### src/hdl/lcg48_pkg.sv
`timescale 1ns / 1ps

package lcg48_pkg;

   localparam int unsigned WORD_W    = 48;
   localparam int unsigned LEN_W     = WORD_W + 1;
   localparam int unsigned SEED_W    = 32;
   localparam int unsigned DIGIT_W   = 16;
   localparam int unsigned MAC_STEPS = WORD_W / DIGIT_W;
   localparam int unsigned DIV_STEPS = WORD_W + 1;

   localparam logic [WORD_W-1:0] LCG_MUL  = 48'h0005_DEEC_E66D;
   localparam logic [WORD_W-1:0] LCG_ADD  = 48'h0000_0000_000B;
   localparam logic [15:0]       SEED_LOW = 16'h330E;

   // Register indexes on the configuration port.
   localparam logic CSR_SEED  = 1'b0;
   localparam logic CSR_COUNT = 1'b1;

   // Item kinds.
   localparam logic REQ_START = 1'b0;
   localparam logic REQ_DRAW  = 1'b1;

   typedef struct packed {
      logic              req_type;
      logic [WORD_W-1:0] stream_index;
   } lcg48_req_type;

   typedef struct packed {
      logic [WORD_W-1:0] fraction;
      logic [LEN_W-1:0]  stream_length;
      logic              range_error;
   } lcg48_rsp_type;

   // Command to the shared multiply-add unit: result = mul_a * mul_b + addend mod 2^48.
   typedef struct packed {
      logic              start;
      logic [WORD_W-1:0] mul_a;
      logic [WORD_W-1:0] mul_b;
      logic [WORD_W-1:0] addend;
   } mac_req_type;

endpackage

### src/hdl/lcg48_mac.sv
`timescale 1ns / 1ps

module lcg48_mac import lcg48_pkg::*; (
   input  logic              clock,
   input  logic              reset,
   input  mac_req_type       mac_req,
   output logic [WORD_W-1:0] mac_result,
   output logic              mac_done
);

   localparam int unsigned CNT_W = $clog2(MAC_STEPS);

   logic [WORD_W-1:0]         a_ff;
   logic [WORD_W-1:0]         b_ff;
   logic [WORD_W-1:0]         acc_ff;
   logic [WORD_W-1:0]         acc_in;
   logic [CNT_W-1:0]          cnt_ff;
   logic                      busy_ff;
   logic                      done_ff;
   logic [DIGIT_W+WORD_W-1:0] product;

   // One 16-bit digit of the multiplier per cycle; the multiplicand moves up
   // by a digit each cycle, so bits above 2^48 simply fall off.
   assign product = {{WORD_W{1'b0}}, a_ff[DIGIT_W-1:0]} * {{DIGIT_W{1'b0}}, b_ff};
   assign acc_in  = acc_ff + product[WORD_W-1:0];

   always_ff @(posedge clock) begin
      if (reset) begin
         busy_ff <= 1'b0;
         done_ff <= 1'b0;
         cnt_ff  <= '0;
      end else begin
         done_ff <= 1'b0;
         if (mac_req.start) begin
            busy_ff <= 1'b1;
            cnt_ff  <= '0;
         end else if (busy_ff) begin
            cnt_ff <= cnt_ff + 1'b1;
            if (cnt_ff == CNT_W'(MAC_STEPS - 1)) begin
               busy_ff <= 1'b0;
               done_ff <= 1'b1;
            end
         end
      end
   end

   always_ff @(posedge clock) begin
      if (mac_req.start) begin
         a_ff   <= mac_req.mul_a;
         b_ff   <= mac_req.mul_b;
         acc_ff <= mac_req.addend;
      end else if (busy_ff) begin
         a_ff   <= a_ff >> DIGIT_W;
         b_ff   <= b_ff << DIGIT_W;
         acc_ff <= acc_in;
      end
   end

   assign mac_result = acc_ff;
   assign mac_done   = done_ff;

endmodule

### src/hdl/lcg48_stream_generator.sv
`timescale 1ns / 1ps
// 48-bit drand48-style generator with stream starts by jump-ahead.
// Input channel req_*: each item is a draw (advance one step) or a stream start
// (seed from the seed register, split the cycle by stream_count, jump to the
// start of stream_index). Result channel rsp_*: exactly one item per input item,
// carrying the new state as a Q0.48 fraction, the stride on a start and an
// error flag for a refused start. Register writes on csr_* are always taken and
// must only be issued while the block is idle.
// Every product runs on one shared 16x48 multiply-add unit; the restoring
// division for the stride runs in the generator itself. A draw issues one
// product and then delivers its result; a refused start goes straight to
// delivery. A valid start runs the division for the stride, one product for
// the jump distance, then two products per bit of that distance (four for a
// set bit, up to 48 bits) and one final product.
// req_ready is high only while no item is in progress. A finished item waits in
// the output register while the receiver stalls; the next item may be taken
// meanwhile but holds its result until the register is free.
// Reset returns the state to seed 0 (0x330E), stream count 1, no result pending.

module lcg48_stream_generator import lcg48_pkg::*; (
   input  logic              clock,
   input  logic              reset,
   input  logic              req_valid,
   output logic              req_ready,
   input  lcg48_req_type     req_data,
   output logic              rsp_valid,
   input  logic              rsp_ready,
   output lcg48_rsp_type     rsp_data,
   input  logic              csr_valid,
   output logic              csr_ready,
   input  logic              csr_index,
   input  logic [WORD_W-1:0] csr_wdata
);

   localparam int unsigned DIV_CNT_W = $clog2(DIV_STEPS);

   typedef enum logic [3:0] {
      S_IDLE,
      S_DRAW,
      S_DIV,
      S_STRIDE,
      S_JUMP_AA,
      S_JUMP_MA,
      S_JUMP_ADD,
      S_JUMP_MUL,
      S_APPLY,
      S_DELIVER
   } state_type;

   state_type             state_ff;
   logic                  issued_ff;
   logic                  rsp_valid_ff;
   lcg48_rsp_type         rsp_data_ff;
   logic [SEED_W-1:0]     seed_ff;
   logic [WORD_W-1:0]     count_ff;
   logic [WORD_W-1:0]     x_ff;
   logic [WORD_W-1:0]     idx_ff;
   logic [WORD_W-1:0]     rem_ff;
   logic [WORD_W-1:0]     rem_in;
   logic [LEN_W-1:0]      quot_ff;
   logic [DIV_CNT_W-1:0]  div_cnt_ff;
   logic [WORD_W-1:0]     n_ff;
   logic [WORD_W-1:0]     mul_ff;
   logic [WORD_W-1:0]     add_ff;
   logic [WORD_W-1:0]     mul_acc_ff;
   logic [WORD_W-1:0]     add_acc_ff;
   logic [LEN_W-1:0]      len_ff;
   logic                  err_ff;

   logic [WORD_W-1:0]     parts;
   logic                  multi_part;
   logic [LEN_W-1:0]      trial;
   logic [LEN_W-1:0]      diff;
   logic                  ge;
   logic [LEN_W-1:0]      stride;
   logic [WORD_W-1:0]     seeded;
   logic                  deliver;
   mac_req_type           mac_req;
   logic [WORD_W-1:0]     mac_result;
   logic                  mac_done;

   lcg48_mac u_mac (
      .clock      (clock),
      .reset      (reset),
      .mac_req    (mac_req),
      .mac_result (mac_result),
      .mac_done   (mac_done)
   );

   assign parts      = count_ff | {{(WORD_W-1){1'b0}}, 1'b1};
   assign multi_part = |count_ff[WORD_W-1:1];
   assign seeded     = {seed_ff, SEED_LOW};

   // Restoring division of 2^48 by parts: the dividend has a single one in its
   // top bit, which enters on the first step.
   assign trial  = {rem_ff, (div_cnt_ff == '0)};
   assign diff   = trial - {1'b0, parts};
   assign ge     = (trial >= {1'b0, parts});
   assign rem_in = ge ? diff[WORD_W-1:0] : trial[WORD_W-1:0];

   // With more than one part the stride is made odd so every stream stays disjoint.
   assign stride = (multi_part && !quot_ff[0]) ? quot_ff - 1'b1 : quot_ff;

   // The output register takes a new item when it is empty or being read.
   assign deliver = (state_ff == S_DELIVER) && (!rsp_valid_ff || rsp_ready);

   always_comb begin
      mac_req        = '0;
      mac_req.start  = 1'b0;
      unique case (state_ff)
         S_DRAW: begin
            mac_req.start  = !issued_ff;
            mac_req.mul_a  = LCG_MUL;
            mac_req.mul_b  = x_ff;
            mac_req.addend = LCG_ADD;
         end
         S_STRIDE: begin
            mac_req.start  = !issued_ff;
            mac_req.mul_a  = idx_ff;
            mac_req.mul_b  = stride[WORD_W-1:0];
         end
         S_JUMP_AA: begin
            mac_req.start  = !issued_ff && n_ff[0];
            mac_req.mul_a  = mul_ff;
            mac_req.mul_b  = add_acc_ff;
            mac_req.addend = add_ff;
         end
         S_JUMP_MA: begin
            mac_req.start  = !issued_ff;
            mac_req.mul_a  = mul_ff;
            mac_req.mul_b  = mul_acc_ff;
         end
         S_JUMP_ADD: begin
            mac_req.start  = !issued_ff;
            mac_req.mul_a  = mul_ff;
            mac_req.mul_b  = add_ff;
            mac_req.addend = add_ff;
         end
         S_JUMP_MUL: begin
            mac_req.start  = !issued_ff;
            mac_req.mul_a  = mul_ff;
            mac_req.mul_b  = mul_ff;
         end
         S_APPLY: begin
            mac_req.start  = !issued_ff;
            mac_req.mul_a  = mul_acc_ff;
            mac_req.mul_b  = seeded;
            mac_req.addend = add_acc_ff;
         end
         default: begin
            mac_req.start  = 1'b0;
         end
      endcase
   end

   always_ff @(posedge clock) begin
      if (reset) begin
         state_ff     <= S_IDLE;
         issued_ff    <= 1'b0;
         rsp_valid_ff <= 1'b0;
         seed_ff      <= '0;
         count_ff     <= {{(WORD_W-1){1'b0}}, 1'b1};
         x_ff         <= {{(WORD_W-16){1'b0}}, SEED_LOW};
      end else begin
         if (csr_valid) begin
            unique case (csr_index)
               CSR_SEED:  seed_ff  <= csr_wdata[SEED_W-1:0];
               CSR_COUNT: count_ff <= csr_wdata;
            endcase
         end

         if (mac_req.start) begin
            issued_ff <= 1'b1;
         end else if (mac_done) begin
            issued_ff <= 1'b0;
         end

         if (deliver) begin
            rsp_valid_ff <= 1'b1;
         end else if (rsp_valid_ff && rsp_ready) begin
            rsp_valid_ff <= 1'b0;
         end

         unique case (state_ff)
            S_IDLE: begin
               if (req_valid) begin
                  if (req_data.req_type == REQ_DRAW) begin
                     state_ff <= S_DRAW;
                  end else if (req_data.stream_index >= count_ff) begin
                     len_ff   <= '0;
                     err_ff   <= 1'b1;
                     state_ff <= S_DELIVER;
                  end else begin
                     idx_ff     <= req_data.stream_index;
                     rem_ff     <= '0;
                     quot_ff    <= '0;
                     div_cnt_ff <= '0;
                     state_ff   <= S_DIV;
                  end
               end
            end
            S_DRAW: begin
               if (mac_done) begin
                  x_ff     <= mac_result;
                  len_ff   <= '0;
                  err_ff   <= 1'b0;
                  state_ff <= S_DELIVER;
               end
            end
            S_DIV: begin
               rem_ff     <= rem_in;
               quot_ff    <= {quot_ff[LEN_W-2:0], ge};
               div_cnt_ff <= div_cnt_ff + 1'b1;
               if (div_cnt_ff == DIV_CNT_W'(DIV_STEPS - 1)) begin
                  state_ff <= S_STRIDE;
               end
            end
            S_STRIDE: begin
               if (mac_done) begin
                  n_ff       <= mac_result;
                  len_ff     <= stride;
                  err_ff     <= 1'b0;
                  mul_ff     <= LCG_MUL;
                  add_ff     <= LCG_ADD;
                  mul_acc_ff <= {{(WORD_W-1){1'b0}}, 1'b1};
                  add_acc_ff <= '0;
                  state_ff   <= (mac_result == '0) ? S_APPLY : S_JUMP_AA;
               end
            end
            S_JUMP_AA: begin
               // A clear distance bit skips the accumulate and goes to squaring.
               if (!n_ff[0]) begin
                  state_ff <= S_JUMP_ADD;
               end else if (mac_done) begin
                  add_acc_ff <= mac_result;
                  state_ff   <= S_JUMP_MA;
               end
            end
            S_JUMP_MA: begin
               if (mac_done) begin
                  mul_acc_ff <= mac_result;
                  state_ff   <= S_JUMP_ADD;
               end
            end
            S_JUMP_ADD: begin
               if (mac_done) begin
                  add_ff   <= mac_result;
                  state_ff <= S_JUMP_MUL;
               end
            end
            S_JUMP_MUL: begin
               if (mac_done) begin
                  mul_ff   <= mac_result;
                  n_ff     <= n_ff >> 1;
                  state_ff <= (n_ff[WORD_W-1:1] == '0) ? S_APPLY : S_JUMP_AA;
               end
            end
            S_APPLY: begin
               if (mac_done) begin
                  x_ff     <= mac_result;
                  state_ff <= S_DELIVER;
               end
            end
            S_DELIVER: begin
               if (deliver) begin
                  rsp_data_ff.fraction      <= x_ff;
                  rsp_data_ff.stream_length <= len_ff;
                  rsp_data_ff.range_error   <= err_ff;
                  state_ff                  <= S_IDLE;
               end
            end
            default: begin
               state_ff <= S_IDLE;
            end
         endcase
      end
   end

   assign req_ready = (state_ff == S_IDLE);
   assign rsp_valid = rsp_valid_ff;
   assign rsp_data  = rsp_data_ff;
   assign csr_ready = 1'b1;

endmodule

### config.mk
export PLATFORM = sky130hd
export DESIGN_NAME = lcg48_stream_generator
export DESIGN_NICKNAME = d
export VERILOG_FILES = /design/src/hdl/lcg48_pkg.sv /design/src/hdl/lcg48_mac.sv /design/src/hdl/lcg48_stream_generator.sv
export SDC_FILE = /design/constraint.sdc
export NUM_CORES = 2
export LEC_CHECK = 0
export BUFFER_PORTS_ARGS = -buffer_cell sky130_fd_sc_hd__buf_4
export CAP_MARGIN = 10
export CORE_MARGIN = 2
export CORE_UTILIZATION = 45
export DETAILED_ROUTE_END_ITERATION = 7
export PLACE_DENSITY = 0.58
export SKIP_LAST_GASP = 1
export SYNTH_ARGS = -nofsm -noshare
export SYNTH_HDL_FRONTEND = slang
export SYNTH_SLANG_ARGS = --single-unit
export TNS_END_PERCENT = 30
### constraint.sdc
create_clock -name clock -period 28.6 [get_ports clock]
set_clock_uncertainty 0.1 [all_clocks]
set_input_delay 1.43 -clock clock [delete_from_list [all_inputs] [get_ports clock]]
set_output_delay 1.43 -clock clock [all_outputs]
set_load 0.01 [all_outputs]
==> results.json <==
{
  "maxCapViolations": 0,
  "fin_crit_ns": 7.97,
  "yosysMostFrequentCell": "nand2_1",
  "synthFlopType": "edfxtp_1",
  "nets": 6698,
  "hp-class": "flip-flop to flip-flop",
  "synth_top_area_cell": "edfxtp_1",
  "synth_commonest_cells": "nand2_1, inv_1, edfxtp_1",
  "port_buffers": 202,
  "syn_area_um2": 58400,
  "cts_num_sinks": 821,
  "cts_setup_buffers": 0,
  "grt_pass1_vias": 44026,
  "clock_latency_ns": 0.72,
  "cts_buffer_depth": 3,
  "yosysWarnings": 0,
  "dp_hpwl_um": 145000,
  "crit_top_cell": "fa_1",
  "min_period_over_period_pct": 27.9,
  "crit_path_cell_trace": "buf_4, nand2_1, fa_1, inv_1, fa_1, inv_1, fa_1, inv_1, fa_1, fa_1, inv_1, fa_1, inv_1, ha_1, nand4_1, a211oi_1, o21ai_0, a2111oi_1, nor2_1, o21ai_2, a31oi_1, o21ai_1, xnor2_1, a21oi_1",
  "setup_violations": 0,
  "rsz0062_at_grt": "false",
  "cp-end-kind": "flip-flop",
  "finalHoldViolCount": 0,
  "post-route-util_pct": 50.1,
  "cts_root_buffer": "clkbuf_16",
  "status": "complete, but fails checks",
  "grt_util_all_layers_pct": 29.8,
  "ys_seq_area_share_pct": 39.8,
  "cts_resized": 0,
  "grt_overflow": 0,
  "grt_pass1_wl_um": 292000,
  "drtAntennaViolNets": 0,
  "largest_register_ffs": 98,
  "drive_above_1_share_pct": 8.68,
  "ys_ff_latch": 821,
  "yosysUniqueCellTypes": 88,
  "drv_slew": 0,
  "crit_arrival_ns": 8.27,
  "cts.clk_slew.worst_paths_ns": 0.06,
  "start_util_pct": 45.3,
  "synth_top_area_share_pct": 35.1,
  "failed_checks": "design-rule violations",
  "place.gp.congestion": 0.972,
  "crit_type": "flip-flop to flip-flop",
  "grt_max_degree": 109,
  "synth-compound-area-share_pct": 10.0,
  "synth-edff-count": 683,
  "syn_area_per_cell_um2": 10.1,
  "die_h_um": 364,
  "syn_inst": 5799,
  "slowest_delay_ns": 1.00,
  "tns_ns": 0,
  "synth_top_family_by_area": "adder cells",
  "core_um2": 129000,
  "cts_hold_buf": 0,
  "ios": 204,
  "cts_made_buffers": 94,
  "worst_path_max_delay_cell": "edfxtp_1",
  "die_x_um": 364,
  "worst_slew_pin_slew_ns": 1.30,
  "detail_route.wl_per_cell_um": 25.7,
  "synth-simple-area-share_pct": 15.3,
  "fmax_ghz": 0.126,
  "startpoint_type": "flip-flop",
  "muxShareOfSynthArea_pct": 1.29,
  "vias_per_cell": 5.77,
  "wirelength_um": 197000,
  "synth_fp_nets": 6661,
  "async_flop_share_pct": 0,
  "required_ns": 28.90,
  "drt_iter0_drc": 5431,
  "drc": 4,
  "antenna_found_initial": 7,
  "rows": 132,
  "synth_fa_ha_area_share_pct": 23.6,
  "synth_area_leaders": "edfxtp_1, fa_1, nand2_1",
  "area_growth_pct": 10.7,
  "drt_pass1_iterations": 8,
  "cts_tree": "yes",
  "path_max_fanout": 26,
  "synth_xor_area_share_pct": 2.43,
  "relSlewSlack_pct": 13.0,
  "num_vias": 44142,
  "fp.dieArea_um2": 133000,
  "h-tree-depth": 3
}
## final timing paths
path                            startpoint                        endpoint  slack, ns  cells past startpoint
setup / recovery  u_mac.a_ff[11]$_DFFE_PP_  u_mac.mac_result[38]$_DFFE_PP_      20.63                     24
hold / removal    len_ff[23]$_SDFFCE_PN0P_          rsp_data[24]$_DFFE_PP_       0.31                      0
setup reg to reg  u_mac.a_ff[11]$_DFFE_PP_  u_mac.mac_result[38]$_DFFE_PP_      20.63                     24
hold reg to reg   len_ff[23]$_SDFFCE_PN0P_          rsp_data[24]$_DFFE_PP_       0.31                      0
## stage by stage
| step | instance area, um2 | hold WS (ns) | instances | setup WS (ns) |
|---|---|---|---|---|
| 5_1_grt | 64700 | 0.319 | 7655 | 20.19 |
| 4_1_cts | 64700 | 0.313 | 7655 | 20.56 |
| 6_report | 64700 | 0.313 | 7656 | 20.63 |
| 3_5_place_dp | 61600 | 0.305 | 7482 | 20.61 |
| 3_3_place_gp | 61600 | 0.303 | 7482 | 20.67 |
| 2_1_floorplan | 58400 | 0.300 | 5799 | 8.17 |
## per-layer routing
layer / GRT usage (%) / share of wire [%] / up-vias
met5: 0 / 0.020 / -
met4: 12.8 / 4.7 / 6
met3: 6.04 / 9.8 / 313
met2: 45.4 / 44 / 2223
met1: 41.5 / 41 / 22228
li1: - / - / 19372
## area by class of cell
cell class,instances,area (um2)
antenna,1,2.50
fill,12079,64400
sequential,821,23300
clock buffer,127,2670
multi-input combinational,3822,31000
timing repair buffer,277,2090
inverter,820,3080
clock inverter,46,450
tap,1742,2180
## kinds of logic after synthesis
group	count (synthesis)
multiplexers	68
adder cells (fa/ha/maj)	759
AND/OR/NAND/NOR	1926
buffers and inverters	1156
XOR/XNOR	162
AO/OA/AOI/OAI	906
other	1
flip-flops	821
## critical path, delay by kind of cell (launching register included)
kind | cells | cell delay [ns]
AO/OA/AOI/OAI | 7 | 2.15
XOR/XNOR | 1 | 0.14
adder cells (fa/ha/maj) | 7 | 3.02
buffers and inverters | 6 | 0.70
flip-flops | 1 | 1.00
AND/OR/NAND/NOR | 3 | 0.54
## cell usage in the layout (no fill, tap or decap), types with 12 or more instances in the layout
cell and n:
a211oi_1 33, a21o_1 71, a21oi_1 308, a221oi_1 74, a222oi_1 45, a22oi_1 34, a31oi_1 24, and2_1 225
and3_1 109, buf_4 276, clkbuf_1 18, clkbuf_16 98, clkinv_2 17, dfxtp_1 136, edfxtp_1 683, fa_1 575
ha_1 184, inv_1 819, mux2i_1 62, nand2_1 945, nand2b_1 22, nand3_1 30, nand3b_1 13, nand4_1 39
nor2_1 301, nor3_1 88, nor4_1 47, o2111ai_1 14, o21a_1 13, o21ai_0 177, o22a_1 19, or2_2 12
or3_1 15, xnor2_1 108, xor2_1 54
Power is left out: the tool's default activity adds up to more than one toggle a clock period on the data nets, which glitch-free logic cannot reach.
